**src/rtl/sbt_pkg.sv**
```systemverilog
// Sprite blitter package: screen size, register indexes, draw modes and the
// structs passed between the config block and the two pipeline stages.
// No dependencies.
package sbt_pkg;

   localparam int unsigned CoordWidth = 10;
   localparam logic [CoordWidth-1:0] SCREEN_WIDTH  = 10'd320;
   localparam logic [CoordWidth-1:0] SCREEN_HEIGHT = 10'd200;
   localparam int unsigned CsrDataWidth  = 9;
   localparam int unsigned CsrIndexWidth = 3;

   typedef enum logic [CsrIndexWidth-1:0] {
      CSR_ORIGIN_X      = 3'd0,
      CSR_ORIGIN_Y      = 3'd1,
      CSR_SPRITE_WIDTH  = 3'd2,
      CSR_SPRITE_HEIGHT = 3'd3,
      CSR_DRAW_MODE     = 3'd4,
      CSR_FG_COLOR      = 3'd5,
      CSR_BG_COLOR      = 3'd6,
      CSR_COLOR_BANK    = 3'd7
   } csr_index_type;

   typedef enum logic [1:0] {
      MODE_SOLID = 2'd0,
      MODE_KEYED = 2'd1,
      MODE_TWO   = 2'd2
   } draw_mode_type;

   typedef struct packed {
      logic [8:0]    origin_x;
      logic [8:0]    origin_y;
      logic [8:0]    sprite_width;
      logic [7:0]    sprite_height;
      draw_mode_type draw_mode;
      logic [7:0]    fg_color;
      logic [7:0]    bg_color;
      logic [3:0]    color_bank;
   } cfg_type;

   // beat held between the address stage and the shading stage
   typedef struct packed {
      logic [7:0]            pixel;
      logic [CoordWidth-1:0] px;
      logic [CoordWidth-1:0] py;
      logic                  last;
   } addr_beat_type;

endpackage

```
**src/rtl/sbt_csr.sv**
```systemverilog
// Sprite blitter configuration registers, written through a plain write port.
// Depends on sbt_pkg.
module sbt_csr (
   input  logic                                clock,
   input  logic                                reset,
   input  logic                                csr_write_enable,
   input  logic [sbt_pkg::CsrIndexWidth-1:0]   csr_index,
   input  logic [sbt_pkg::CsrDataWidth-1:0]    csr_wdata,
   output sbt_pkg::cfg_type                    cfg
);
   import sbt_pkg::*;

   cfg_type cfg_ff;
   cfg_type cfg_in;

   always_comb begin
      cfg_in = cfg_ff;
      if (csr_write_enable) begin
         unique case (csr_index_type'(csr_index))
            CSR_ORIGIN_X:      cfg_in.origin_x      = csr_wdata;
            CSR_ORIGIN_Y:      cfg_in.origin_y      = csr_wdata;
            CSR_SPRITE_WIDTH:  cfg_in.sprite_width  = csr_wdata;
            CSR_SPRITE_HEIGHT: cfg_in.sprite_height = csr_wdata[7:0];
            CSR_DRAW_MODE:     cfg_in.draw_mode     = draw_mode_type'(csr_wdata[1:0]);
            CSR_FG_COLOR:      cfg_in.fg_color      = csr_wdata[7:0];
            CSR_BG_COLOR:      cfg_in.bg_color      = csr_wdata[7:0];
            CSR_COLOR_BANK:    cfg_in.color_bank    = csr_wdata[3:0];
            default:           cfg_in = cfg_ff;
         endcase
      end
   end

   always_ff @(posedge clock) begin
      if (reset) begin
         cfg_ff <= '{origin_x: 9'd0, origin_y: 9'd0, sprite_width: 9'd1,
                     sprite_height: 8'd1, draw_mode: MODE_SOLID, fg_color: 8'd0,
                     bg_color: 8'd0, color_bank: 4'd0};
      end else begin
         cfg_ff <= cfg_in;
      end
   end

   assign cfg = cfg_ff;

endmodule

```
**src/rtl/sbt_addr.sv**
```systemverilog
// Sprite blitter address stage: column/row counters, screen position and
// end-of-frame flag, registered into the stage-one beat. Depends on sbt_pkg.
module sbt_addr (
   input  logic                   clock,
   input  logic                   reset,
   input  sbt_pkg::cfg_type       cfg,
   input  logic                   req_valid,
   output logic                   req_ready,
   input  logic [7:0]             req_pixel_value,
   output logic                   s1_valid,
   input  logic                   s1_ready,
   output sbt_pkg::addr_beat_type s1_beat
);
   import sbt_pkg::*;

   logic [8:0]    col_ff, col_in;
   logic [7:0]    row_ff, row_in;
   logic          valid_ff, valid_in;
   addr_beat_type beat_ff, beat_in;
   logic          req_fire;
   logic          col_end;
   logic          row_end;

   assign req_ready = !valid_ff || s1_ready;
   assign req_fire  = req_valid && req_ready;

   // a counter whose next value reaches or passes its limit is treated as the end of its row/frame
   assign col_end = ({1'b0, col_ff} + 10'd1) >= {1'b0, cfg.sprite_width};
   assign row_end = ({1'b0, row_ff} + 9'd1) >= {1'b0, cfg.sprite_height};

   always_comb begin
      col_in   = col_ff;
      row_in   = row_ff;
      beat_in  = beat_ff;
      valid_in = valid_ff && !s1_ready;
      if (req_fire) begin
         valid_in      = 1'b1;
         beat_in.pixel = req_pixel_value;
         beat_in.px    = {1'b0, cfg.origin_x} + {1'b0, col_ff};
         beat_in.py    = {1'b0, cfg.origin_y} + {2'b00, row_ff};
         beat_in.last  = col_end && row_end;
         if (col_end) begin
            col_in = 9'd0;
            row_in = row_end ? 8'd0 : row_ff + 8'd1;
         end else begin
            col_in = col_ff + 9'd1;
         end
      end
   end

   always_ff @(posedge clock) begin
      if (reset) begin
         col_ff   <= 9'd0;
         row_ff   <= 8'd0;
         valid_ff <= 1'b0;
      end else begin
         col_ff   <= col_in;
         row_ff   <= row_in;
         valid_ff <= valid_in;
      end
      beat_ff <= beat_in;
   end

   assign s1_valid = valid_ff;
   assign s1_beat  = beat_ff;

   a_last_clears: assert property (@(posedge clock) disable iff (reset)
      req_fire && col_end && row_end |=> col_ff == 9'd0 && row_ff == 8'd0)
      else $error("counters not cleared after last pixel");

   a_stall_holds: assert property (@(posedge clock) disable iff (reset)
      valid_ff && !s1_ready |=> valid_ff && $stable(beat_ff))
      else $error("stage-one beat lost while stalled");

   a_row_steps: assert property (@(posedge clock) disable iff (reset)
      req_fire && !col_end |=> row_ff == $past(row_ff))
      else $error("row advanced mid-row");

endmodule

```
**src/rtl/sbt_shade.sv**
```systemverilog
// Sprite blitter shading stage: draw mode, color key, bank offset and screen
// clipping into the result register. Depends on sbt_pkg.
module sbt_shade (
   input  logic                   clock,
   input  logic                   reset,
   input  sbt_pkg::cfg_type       cfg,
   input  logic                   s1_valid,
   output logic                   s1_ready,
   input  sbt_pkg::addr_beat_type s1_beat,
   output logic                   rsp_valid,
   input  logic                   rsp_ready,
   output logic                   rsp_write_enable,
   output logic [9:0]             rsp_pixel_x,
   output logic [9:0]             rsp_pixel_y,
   output logic [7:0]             rsp_pixel_color,
   output logic                   rsp_last
);
   import sbt_pkg::*;

   logic       valid_ff, valid_in;
   logic       we_ff, we_in;
   logic [9:0] x_ff, x_in;
   logic [9:0] y_ff, y_in;
   logic [7:0] color_ff, color_in;
   logic       last_ff, last_in;
   logic       fire;
   logic       on_screen;
   logic       mode_we;
   logic [7:0] mode_color;

   assign s1_ready  = !valid_ff || rsp_ready;
   assign fire      = s1_valid && s1_ready;
   assign on_screen = (s1_beat.px < SCREEN_WIDTH) && (s1_beat.py < SCREEN_HEIGHT);

   always_comb begin
      mode_we    = 1'b0;
      mode_color = 8'd0;
      case (cfg.draw_mode)
         MODE_SOLID: begin
            mode_we    = 1'b1;
            mode_color = s1_beat.pixel;
         end
         MODE_KEYED: begin
            mode_we    = s1_beat.pixel != 8'd0;
            mode_color = s1_beat.pixel + {cfg.color_bank, 4'b0000};
         end
         MODE_TWO: begin
            mode_we    = (s1_beat.pixel != 8'd0) || (cfg.bg_color != 8'd0);
            mode_color = (s1_beat.pixel != 8'd0) ? cfg.fg_color : cfg.bg_color;
         end
         default: begin
            mode_we    = 1'b0;
            mode_color = 8'd0;
         end
      endcase
   end

   always_comb begin
      valid_in = valid_ff && !rsp_ready;
      we_in    = we_ff;
      x_in     = x_ff;
      y_in     = y_ff;
      color_in = color_ff;
      last_in  = last_ff;
      if (fire) begin
         valid_in = 1'b1;
         we_in    = mode_we && on_screen;
         x_in     = s1_beat.px;
         y_in     = s1_beat.py;
         color_in = (mode_we && on_screen) ? mode_color : 8'd0;
         last_in  = s1_beat.last;
      end
   end

   always_ff @(posedge clock) begin
      if (reset) begin
         valid_ff <= 1'b0;
      end else begin
         valid_ff <= valid_in;
      end
      we_ff    <= we_in;
      x_ff     <= x_in;
      y_ff     <= y_in;
      color_ff <= color_in;
      last_ff  <= last_in;
   end

   assign rsp_valid        = valid_ff;
   assign rsp_write_enable = we_ff;
   assign rsp_pixel_x      = x_ff;
   assign rsp_pixel_y      = y_ff;
   assign rsp_pixel_color  = color_ff;
   assign rsp_last         = last_ff;

   a_clipped: assert property (@(posedge clock) disable iff (reset)
      valid_ff && we_ff |-> x_ff < SCREEN_WIDTH && y_ff < SCREEN_HEIGHT)
      else $error("write outside the screen");

   a_idle_color: assert property (@(posedge clock) disable iff (reset)
      valid_ff && !we_ff |-> color_ff == 8'd0)
      else $error("unwritten pixel carries a color");

   a_fire_loads: assert property (@(posedge clock) disable iff (reset)
      fire |=> valid_ff && x_ff == $past(s1_beat.px) && last_ff == $past(s1_beat.last))
      else $error("result register missed a beat");

endmodule

```
**src/rtl/sprite_blit_transparent.sv**
```systemverilog
// Sprite blitter with color key, top level: config registers, address stage
// and shading stage. Depends on sbt_pkg, sbt_csr, sbt_addr, sbt_shade.
//
//   channel  ports                                       direction
//   req      req_valid/req_ready, req_pixel_value        in, one beat per pixel
//   rsp      rsp_valid/rsp_ready, rsp_write_enable,      out, one beat per pixel
//            rsp_pixel_x/y, rsp_pixel_color, rsp_last
//   csr      csr_write_enable, csr_index, csr_wdata      in, write only
//
// One pixel per clock sustained while rsp is ready; an accepted pixel passes through
// the address register, then the result register.
// Synchronous reset clears the counters and valid flags; config resets to 1x1 solid.
// A stalled rsp holds its beat; each stage still takes a beat in the cycle
// its successor drains, so a full pipeline never inserts a bubble.
module sprite_blit_transparent (
   input  logic                              clock,
   input  logic                              reset,
   input  logic                              req_valid,
   output logic                              req_ready,
   input  logic [7:0]                        req_pixel_value,
   output logic                              rsp_valid,
   input  logic                              rsp_ready,
   output logic                              rsp_write_enable,
   output logic [9:0]                        rsp_pixel_x,
   output logic [9:0]                        rsp_pixel_y,
   output logic [7:0]                        rsp_pixel_color,
   output logic                              rsp_last,
   input  logic                              csr_write_enable,
   input  logic [sbt_pkg::CsrIndexWidth-1:0] csr_index,
   input  logic [sbt_pkg::CsrDataWidth-1:0]  csr_wdata
);
   import sbt_pkg::*;

   cfg_type       cfg;
   logic          s1_valid;
   logic          s1_ready;
   addr_beat_type s1_beat;

   sbt_csr u_csr (
      .clock            (clock),
      .reset            (reset),
      .csr_write_enable (csr_write_enable),
      .csr_index        (csr_index),
      .csr_wdata        (csr_wdata),
      .cfg              (cfg)
   );

   sbt_addr u_addr (
      .clock           (clock),
      .reset           (reset),
      .cfg             (cfg),
      .req_valid       (req_valid),
      .req_ready       (req_ready),
      .req_pixel_value (req_pixel_value),
      .s1_valid        (s1_valid),
      .s1_ready        (s1_ready),
      .s1_beat         (s1_beat)
   );

   sbt_shade u_shade (
      .clock            (clock),
      .reset            (reset),
      .cfg              (cfg),
      .s1_valid         (s1_valid),
      .s1_ready         (s1_ready),
      .s1_beat          (s1_beat),
      .rsp_valid        (rsp_valid),
      .rsp_ready        (rsp_ready),
      .rsp_write_enable (rsp_write_enable),
      .rsp_pixel_x      (rsp_pixel_x),
      .rsp_pixel_y      (rsp_pixel_y),
      .rsp_pixel_color  (rsp_pixel_color),
      .rsp_last         (rsp_last)
   );

endmodule

```
**config.mk**
```make
export PLATFORM = sky130hd
export DESIGN_NAME = sprite_blit_transparent
export DESIGN_NICKNAME = d
export VERILOG_FILES = /design/src/rtl/sbt_pkg.sv /design/src/rtl/sbt_csr.sv /design/src/rtl/sbt_addr.sv /design/src/rtl/sbt_shade.sv /design/src/rtl/sprite_blit_transparent.sv
export SDC_FILE = /design/constraint.sdc
export NUM_CORES = 1
export LEC_CHECK = 0
export BUFFER_PORTS_ARGS = -buffer_cell sky130_fd_sc_hd__buf_2
export CAP_MARGIN = 20
export CORE_AREA = 2 2 112 114
export DETAILED_ROUTE_END_ITERATION = 16
export DIE_AREA = 0 0 114 116
export PLACE_DENSITY = 0.75
export SETUP_SLACK_MARGIN = 0.15
export SLEW_MARGIN = 0
export SYNTH_ARGS = -nofsm -noshare
export SYNTH_HDL_FRONTEND = slang
export SYNTH_SLANG_ARGS = --single-unit
```
**constraint.sdc**
```tcl
create_clock -name clock -period 2.8 [get_ports clock]
set_input_delay 0.84 -clock clock [delete_from_list [all_inputs] [get_ports clock]]
set_output_delay 0.84 -clock clock [all_outputs]
set_load 0.005 [all_outputs]
```
==> run metrics, run 1 <==
htree depth=4; kind of start point of the critical path=flip-flop; r2r endpoint=u_addr.row_ff[3]; Die Wd=approximately 110 um; RSZ-0062 raised after global routing=yes; #FFs+latches synth=between 100 and 150; ys async rst share=0; Crit Path Class=reg2reg; EDFF count, synth=roughly 60; first-pass GRT wire length=about 23000 um; worst clock skew=around 0.0081 ns; Yosys cell types=53; FMAX=roughly 390 MHz; overall routed net length=14500 um; FF-to-FF setup slack=0.20 ns; Die Y-Extent=116 um; CTS Buffer Depth=2; post-route ant nets=0; Syn Area/Cell=between 9 and 10 um^2; Setup crit end kind=flip-flop; Global Route Usage Sum=0.229; Post-route DRC=0; die area=between 0.01 and 0.015 mm^2; crit path time final=between 2 and 3 ns; Worst Setup EP=u_addr.row_ff[3]; CP required=3.13 ns; placed cells=around 840; Post-Syn Area=between 0.006 and 0.007 mm^2; YS warnings=0; synthesized instance count=between 600 and 700; Worst-Margin Slew=0.600 ns; RR Startpoint=u_addr.col_ff[2]; Core ar.=approximately 0.012 mm^2; max-cap violations=0; Fill cells=approximately 930; via-per-instance ratio=about 5.6; Max VDD drop=about 0.38 mV; number of global-route vias before repair=around 4.7k; CTS Sinks=~140; Initial DRT Pass Iterations=5; number of DRC markers in iteration 0=~380; CTS tree=yes; Min-Delay Path Class=reg2reg; area grow syn2layout=20.1%; HPWL Detailed=10200 um; CP startpoint=u_addr.col_ff[2]; placer congestion estimate=0.880; Reg2Reg Depth=13; I/O Buffers=56; CP max FO=5; CTS Buf Count=17; Leak=~0.0031 uW; Skew-Pair Late Insertion Delay=~0.42 ns; Syn Nets=slightly above 700; normalized max-slew margin=0.598; Tot Pwr=between 4000 and 5000 uW; Final period util=0.927; ratio of cells with drive above 1 in the final layout=0.195; WP data arrival=between 2 and 3 ns; DR WL/cell=around 16 um; Post-synth top flop=dfxtp_1; grt ovf=0; number of top-level pins=57; status=finished, final reports clean; hold buffer count at cts=0; power density over cell area=625 mW/mm^2; starting density of the core=0.534; nets=just under 800; initial antenna violation count=0; Ant. Diodes=0; setup violators final=0; Final Max Slew Viols=0; largest net degree at the start of global routing=46; via count=4899; post-synthesis sequential area ratio=0.517; Reg clk slew, reported paths=approximately 0.06 ns; final hold slack=roughly 0.42 ns; Row Count=40; Final Hold Fails=0; Fin Setup TNS=0 ns; Non-Filler Instances=a little under 900; clock tree root driver cell=clkbuf_16
==> cells in the final DEF, fill, tap and decap left out, types with 18 or more instances in the layout <==
master | Yosys | layout
buf_2 | 1 | 56
nor2_1 | 51 | 49
edfxtp_1 | 59 | 59
a21oi_1 | 73 | 72
xnor2_1 | 23 | 22
dfxtp_1 | 76 | 71
ha_1 | 39 | 36
nand2_1 | 128 | 128
buf_4 | 0 | 20
mux2i_1 | 18 | 18
inv_1 | 31 | 31
==> kinds of logic (layout without fill, tap and decap cells) <==
logic type,Yosys count,count (layout),synth area share
AND/OR/NAND/NOR,248,248,0.177
flip-flops,135,135,0.517
XOR/XNOR,36,36,0.0495
adder cells (fa/ha/maj),42,42,0.0861
multiplexers,18,18,0.0283
AO/OA/AOI/OAI,114,114,0.110
buffers and inverters,49,142,0.0322
==> state kept, by name (all words and copies together), names as in the netlist <==
signal,cells
u_csr.cfg,57
u_addr.s1_beat,29
u_shade.rsp_pixel_x,10
u_shade.rsp_pixel_y,10
u_addr.col_ff,9
u_addr.row_ff,8
u_shade.rsp_pixel_color,8
u_addr.s1_valid,1
u_shade.rsp_last,1
u_shade.rsp_valid,1
u_shade.rsp_write_enable,1
==> layout make-up <==
cell class | instances | area [um^2] | share of cell area
repair buffers | 78 | 462 | 0.0604
clock buffers | 19 | 433 | 0.0566
inverters | 32 | 120 | 0.0157
flip-flops and latches | 135 | 3310 | 0.433
multi-input cells | 458 | 2980 | 0.390
clock inverters | 13 | 154 | 0.0201
well taps | 147 | 184 | 0.0241
==> through the flow <==
step           utilization  setup WS [ns]  area [um^2]
2_1_floorplan            -          0.319         6370
3_3_place_gp         0.574          0.196         6840
3_5_place_dp         0.574         0.0568         6840
4_1_cts              0.633          0.160         7540
5_1_grt              0.642         0.0853         7640
6_report             0.642          0.205         7640
==> synthesized netlist by cell type (3+ instances only) <==
cell type | n | share of area
o32ai_1 | 3 | 0.0041
nor2b_1 | 10 | 0.0098
mux2i_1 | 18 | 0.028
inv_1 | 31 | 0.018
nor2_1 | 51 | 0.030
nand3_1 | 14 | 0.011
clkbuf_1 | 14 | 0.0083
and3_1 | 4 | 0.0039
fa_1 | 3 | 0.0094
xnor2_1 | 23 | 0.032
nand3b_1 | 4 | 0.0047
nor3_1 | 7 | 0.0055
a211oi_1 | 4 | 0.0047
nand2b_1 | 6 | 0.0059
xor2_1 | 13 | 0.018
ha_1 | 39 | 0.077
dfxtp_1 | 76 | 0.24
o21ai_0 | 9 | 0.0071
nand4_1 | 4 | 0.0039
a21oi_1 | 73 | 0.057
nand2_1 | 128 | 0.075
or3_1 | 3 | 0.0029
nor4_1 | 3 | 0.0029
edfxtp_1 | 59 | 0.28
a21o_1 | 6 | 0.0071
==> critical path: stages, from the launching register on <==
cell and delay [ns]:
dfxtp_4 0.37, and3_4 0.22, and3_4 0.20, nand3_2 0.09, xnor2_1 0.15, ha_1 0.30, a21o_1 0.21, a21oi_2 0.18
o21ai_2 0.11, a22oi_4 0.19, buf_6 0.14, buf_4 0.10, a21oi_1 0.03, o32ai_1 0.21
==> power by group <==
| group | leakage, uW | internal, uW | switching, uW | total, uW |
|---|---|---|---|---|
| clock network | 0.000286 | 1390 | 825 | 2220 |
| logic | 0.00161 | 163 | 223 | 387 |
| registers | 0.00120 | 2130 | 37.9 | 2170 |
==> what timing repair did <==
action                                 CTS  global route
endpoints found under the hold margin    0             0
setup endpoints to repair               12            18
gates resized for setup                 13            19
pin swaps                                4             7
setup buffers                            9             2
==> how the worst min path moves through the flow <==
stage / from / end / depth (start not counted)
2_1_floorplan: u_addr.s1_beat[0] / u_shade.rsp_last / 0
3_3_place_gp: u_addr.s1_beat[11] / u_shade.rsp_pixel_x[0] / 0
3_5_place_dp: u_addr.s1_beat[2] / u_shade.rsp_pixel_y[1] / 0
4_1_cts: u_addr.s1_beat[2] / u_shade.rsp_pixel_y[1] / 0
5_1_grt: u_addr.s1_beat[3] / u_shade.rsp_pixel_y[2] / 0
6_report: u_addr.s1_beat[2] / u_shade.rsp_pixel_y[1] / 0
==> metal layers <==
layer  track usage  vias to the layer above  wire length, um
met5             0                        -                0
met4        0.0610                        0              176
li1              -                     2396                -
met2         0.383                      165             7000
met1         0.294                     2318             6490
met3        0.0664                       20              844
(Power assumes the default switching activity.)
==> inputs of run 2 (changes only) <==
--- a/config.mk
+++ b/config.mk
@@ -7,10 +7,12 @@
 export LEC_CHECK = 0
 export BUFFER_PORTS_ARGS = -buffer_cell sky130_fd_sc_hd__buf_2
 export CAP_MARGIN = 20
-export CORE_AREA = 2 2 112 114
+export CORE_AREA = 2 2 116 118
+export CTS_CLUSTER_SIZE = 14
 export DETAILED_ROUTE_END_ITERATION = 16
-export DIE_AREA = 0 0 114 116
-export PLACE_DENSITY = 0.75
+export DIE_AREA = 0 0 118 120
+export GPL_ROUTABILITY_DRIVEN = 0
+export PLACE_DENSITY = 0.71
 export SETUP_SLACK_MARGIN = 0.15
 export SLEW_MARGIN = 0
 export SYNTH_ARGS = -nofsm -noshare
==> run metrics, run 2 (synthesized netlist as in run 1, its figures left out) <==
post-route ant nets=0; Tot Pwr=between 4000 and 5000 uW; via-per-instance ratio=between 5 and 6; Skew-Pair Late Insertion Delay=0.42 ns; P_int=slightly below 4000 uW; hold endpoint=u_shade.rsp_pixel_y[1]; Final Max Slew Viols=0; r2r endpoint=u_addr.row_ff[4]; via count=4789; status=finished, final reports clean; normalized max-slew margin=0.539; area grow syn2layout=21.4%; hold buffer count at cts=0; CP max FO=6; Final Hold Fails=0; commonest non-fill, non-tap cells in the layout=nand2_1 (128), a21oi_1 (70), dfxtp_1 (69); Post-route DRC=0; Reg clk slew, reported paths=0.06 ns; RSZ-0062 raised after global routing=no; Max VDD drop=0.363 mV; NetSw=approximately 1100 uW; Setup crit end kind=flip-flop; die area=0.0142 mm^2; max-cap violations=0; nets=about 800; Initial DRT Pass Iterations=5; WP data arrival=2.88 ns; Core ar.=0.0130 mm^2; slowest CP cell=dfxtp_4; CTS Buffer Depth=2; clock group share of total power=0.489; Reg2Reg Depth=11; Crit Path Class=reg2reg; overall routed net length=approximately 14000 um; Largest register FFs=57; Gate power share=0.073; first-pass GRT wire length=about 23000 um; Die Y-Extent=120 um; number of global-route vias before repair=4634; Min-Delay Path Class=reg2reg; CP Buf/Inv Count=1; power density over cell area=~640 mW/mm^2; DP Worst Slack=between 0.03 and 0.04 ns; final worst-path setup slack=0.229 ns; Worst-Margin Slew=~0.69 ns; crit path time final=around 2.6 ns; htree depth=4; Hold Crit Start=u_addr.s1_beat[2]; Fin Setup TNS=0 ns; Hold Path Depth=0; WP depth=11; DR WL/cell=around 15 um; commonest non-fill, non-tap cell in the layout=nand2_1; Die Wd=118 um; Leak=roughly 0.0031 uW; Flop pwr share=0.438; FMAX=389 MHz; Global Route Usage Sum=0.203; CTS Buf Count=17; ratio of cells with drive above 1 in the final layout=0.206; initial antenna violation count=0; clock tree root driver cell=clkbuf_16; CTS tree=yes; critical path's top delay family=simple AND/OR/NAND/NOR gates; HPWL Detailed=9660 um; starting density of the core=0.490; number of DRC markers in iteration 0=about 380; setup violators final=0; Row Count=42; kind of start point of the critical path=flip-flop; I/O Buffers=56; number of top-level pins=57; worst path cell trace=ha_4 -> nand3_4 -> or3_4 -> xnor2_1 -> ha_1 -> nand4_1 -> nor3_2 -> nor3_4 -> buf_4 -> a21oi_1 -> o32ai_1; CP max stage delay=about 0.37 ns; RR Startpoint=u_addr.row_ff[0]; CTS Sinks=between 100 and 150; worst clock skew=0.00560 ns; Sw Share=0.222; Ant. Diodes=0; Fill cells=between 1k and 1.5k; grt ovf=0; largest net degree at the start of global routing=39; CP required=between 3 and 4 ns; FF-to-FF setup slack=approximately 0.23 ns; Final period util=0.918
==> run 2: worst max path at each step <==
stage / start / endpoint
after floorplan: u_addr.row_ff[0] / u_addr.row_ff[4]
after global placement: u_addr.row_ff[1] / u_addr.row_ff[3]
after detailed placement: u_addr.col_ff[0] / u_addr.row_ff[5]
after CTS: u_addr.col_ff[0] / u_addr.row_ff[5]
after global routing: u_addr.row_ff[0] / u_addr.row_ff[4]
final: u_addr.row_ff[0] / u_addr.row_ff[4]
==> run 2: power groups by stage <==
stage	sequential (uW)	combinational [uW]	clock (uW)
floorplan	2210	211	0
global placement	2210	318	0
detailed placement	2210	324	0
CTS	2180	337	2450
global route	2180	401	2550
finish	2180	363	2430
==> run 2: per-stage QoR <==
| step | area, um^2 | hold slack, ns | std cells | util |
|---|---|---|---|---|
| after floorplan | 6370 | 0.400 | 642 | - |
| after global placement | 6870 | 0.405 | 868 | 0.529 |
| after detailed placement | 6870 | 0.405 | 868 | 0.529 |
| after CTS | 7580 | 0.418 | 902 | 0.584 |
| after global routing | 7730 | 0.422 | 910 | 0.595 |
| final | 7730 | 0.417 | 910 | 0.595 |
==> run 2: area by class of cell <==
| class | count | area (um^2) | area share |
|---|---|---|---|
| Clock buffer | 17 | 425 | 0.0550 |
| Clock inverter | 15 | 226 | 0.0293 |
| Inverter | 32 | 120 | 0.0155 |
| Multi-Input combinational cell | 458 | 2990 | 0.386 |
| Sequential cell | 135 | 3310 | 0.428 |
| Tap cell | 176 | 220 | 0.0285 |
| Timing Repair Buffer | 77 | 442 | 0.0571 |
==> run 2: routing by layer <==
| layer | track usage | routed length, um |
|---|---|---|
| met2 | 0.335 | 6920 |
| met3 | 0.0466 | 654 |
| met1 | 0.250 | 6060 |
| met4 | 0.0994 | 375 |
| met5 | 0 | 0 |
==> run 2: worst register-to-register path, delay by kind of cell, from the launching register on <==
family | cells | cell delay [ns]
and+or+nand+nor | 5 | 0.99
adders and majority gates | 2 | 0.52
DFF | 1 | 0.37
AOI/OAI and AO/OA | 2 | 0.29
buffers and inverters | 1 | 0.18
xor gates and xnor gates | 1 | 0.13
==> run 2: what timing repair did <==
action                     4_1_cts  5_1_grt
pin swaps                        2       11
buffers inserted                 2        8
setup endpoints to repair       13       18
gates resized for setup         12       21
cloned                           0        0
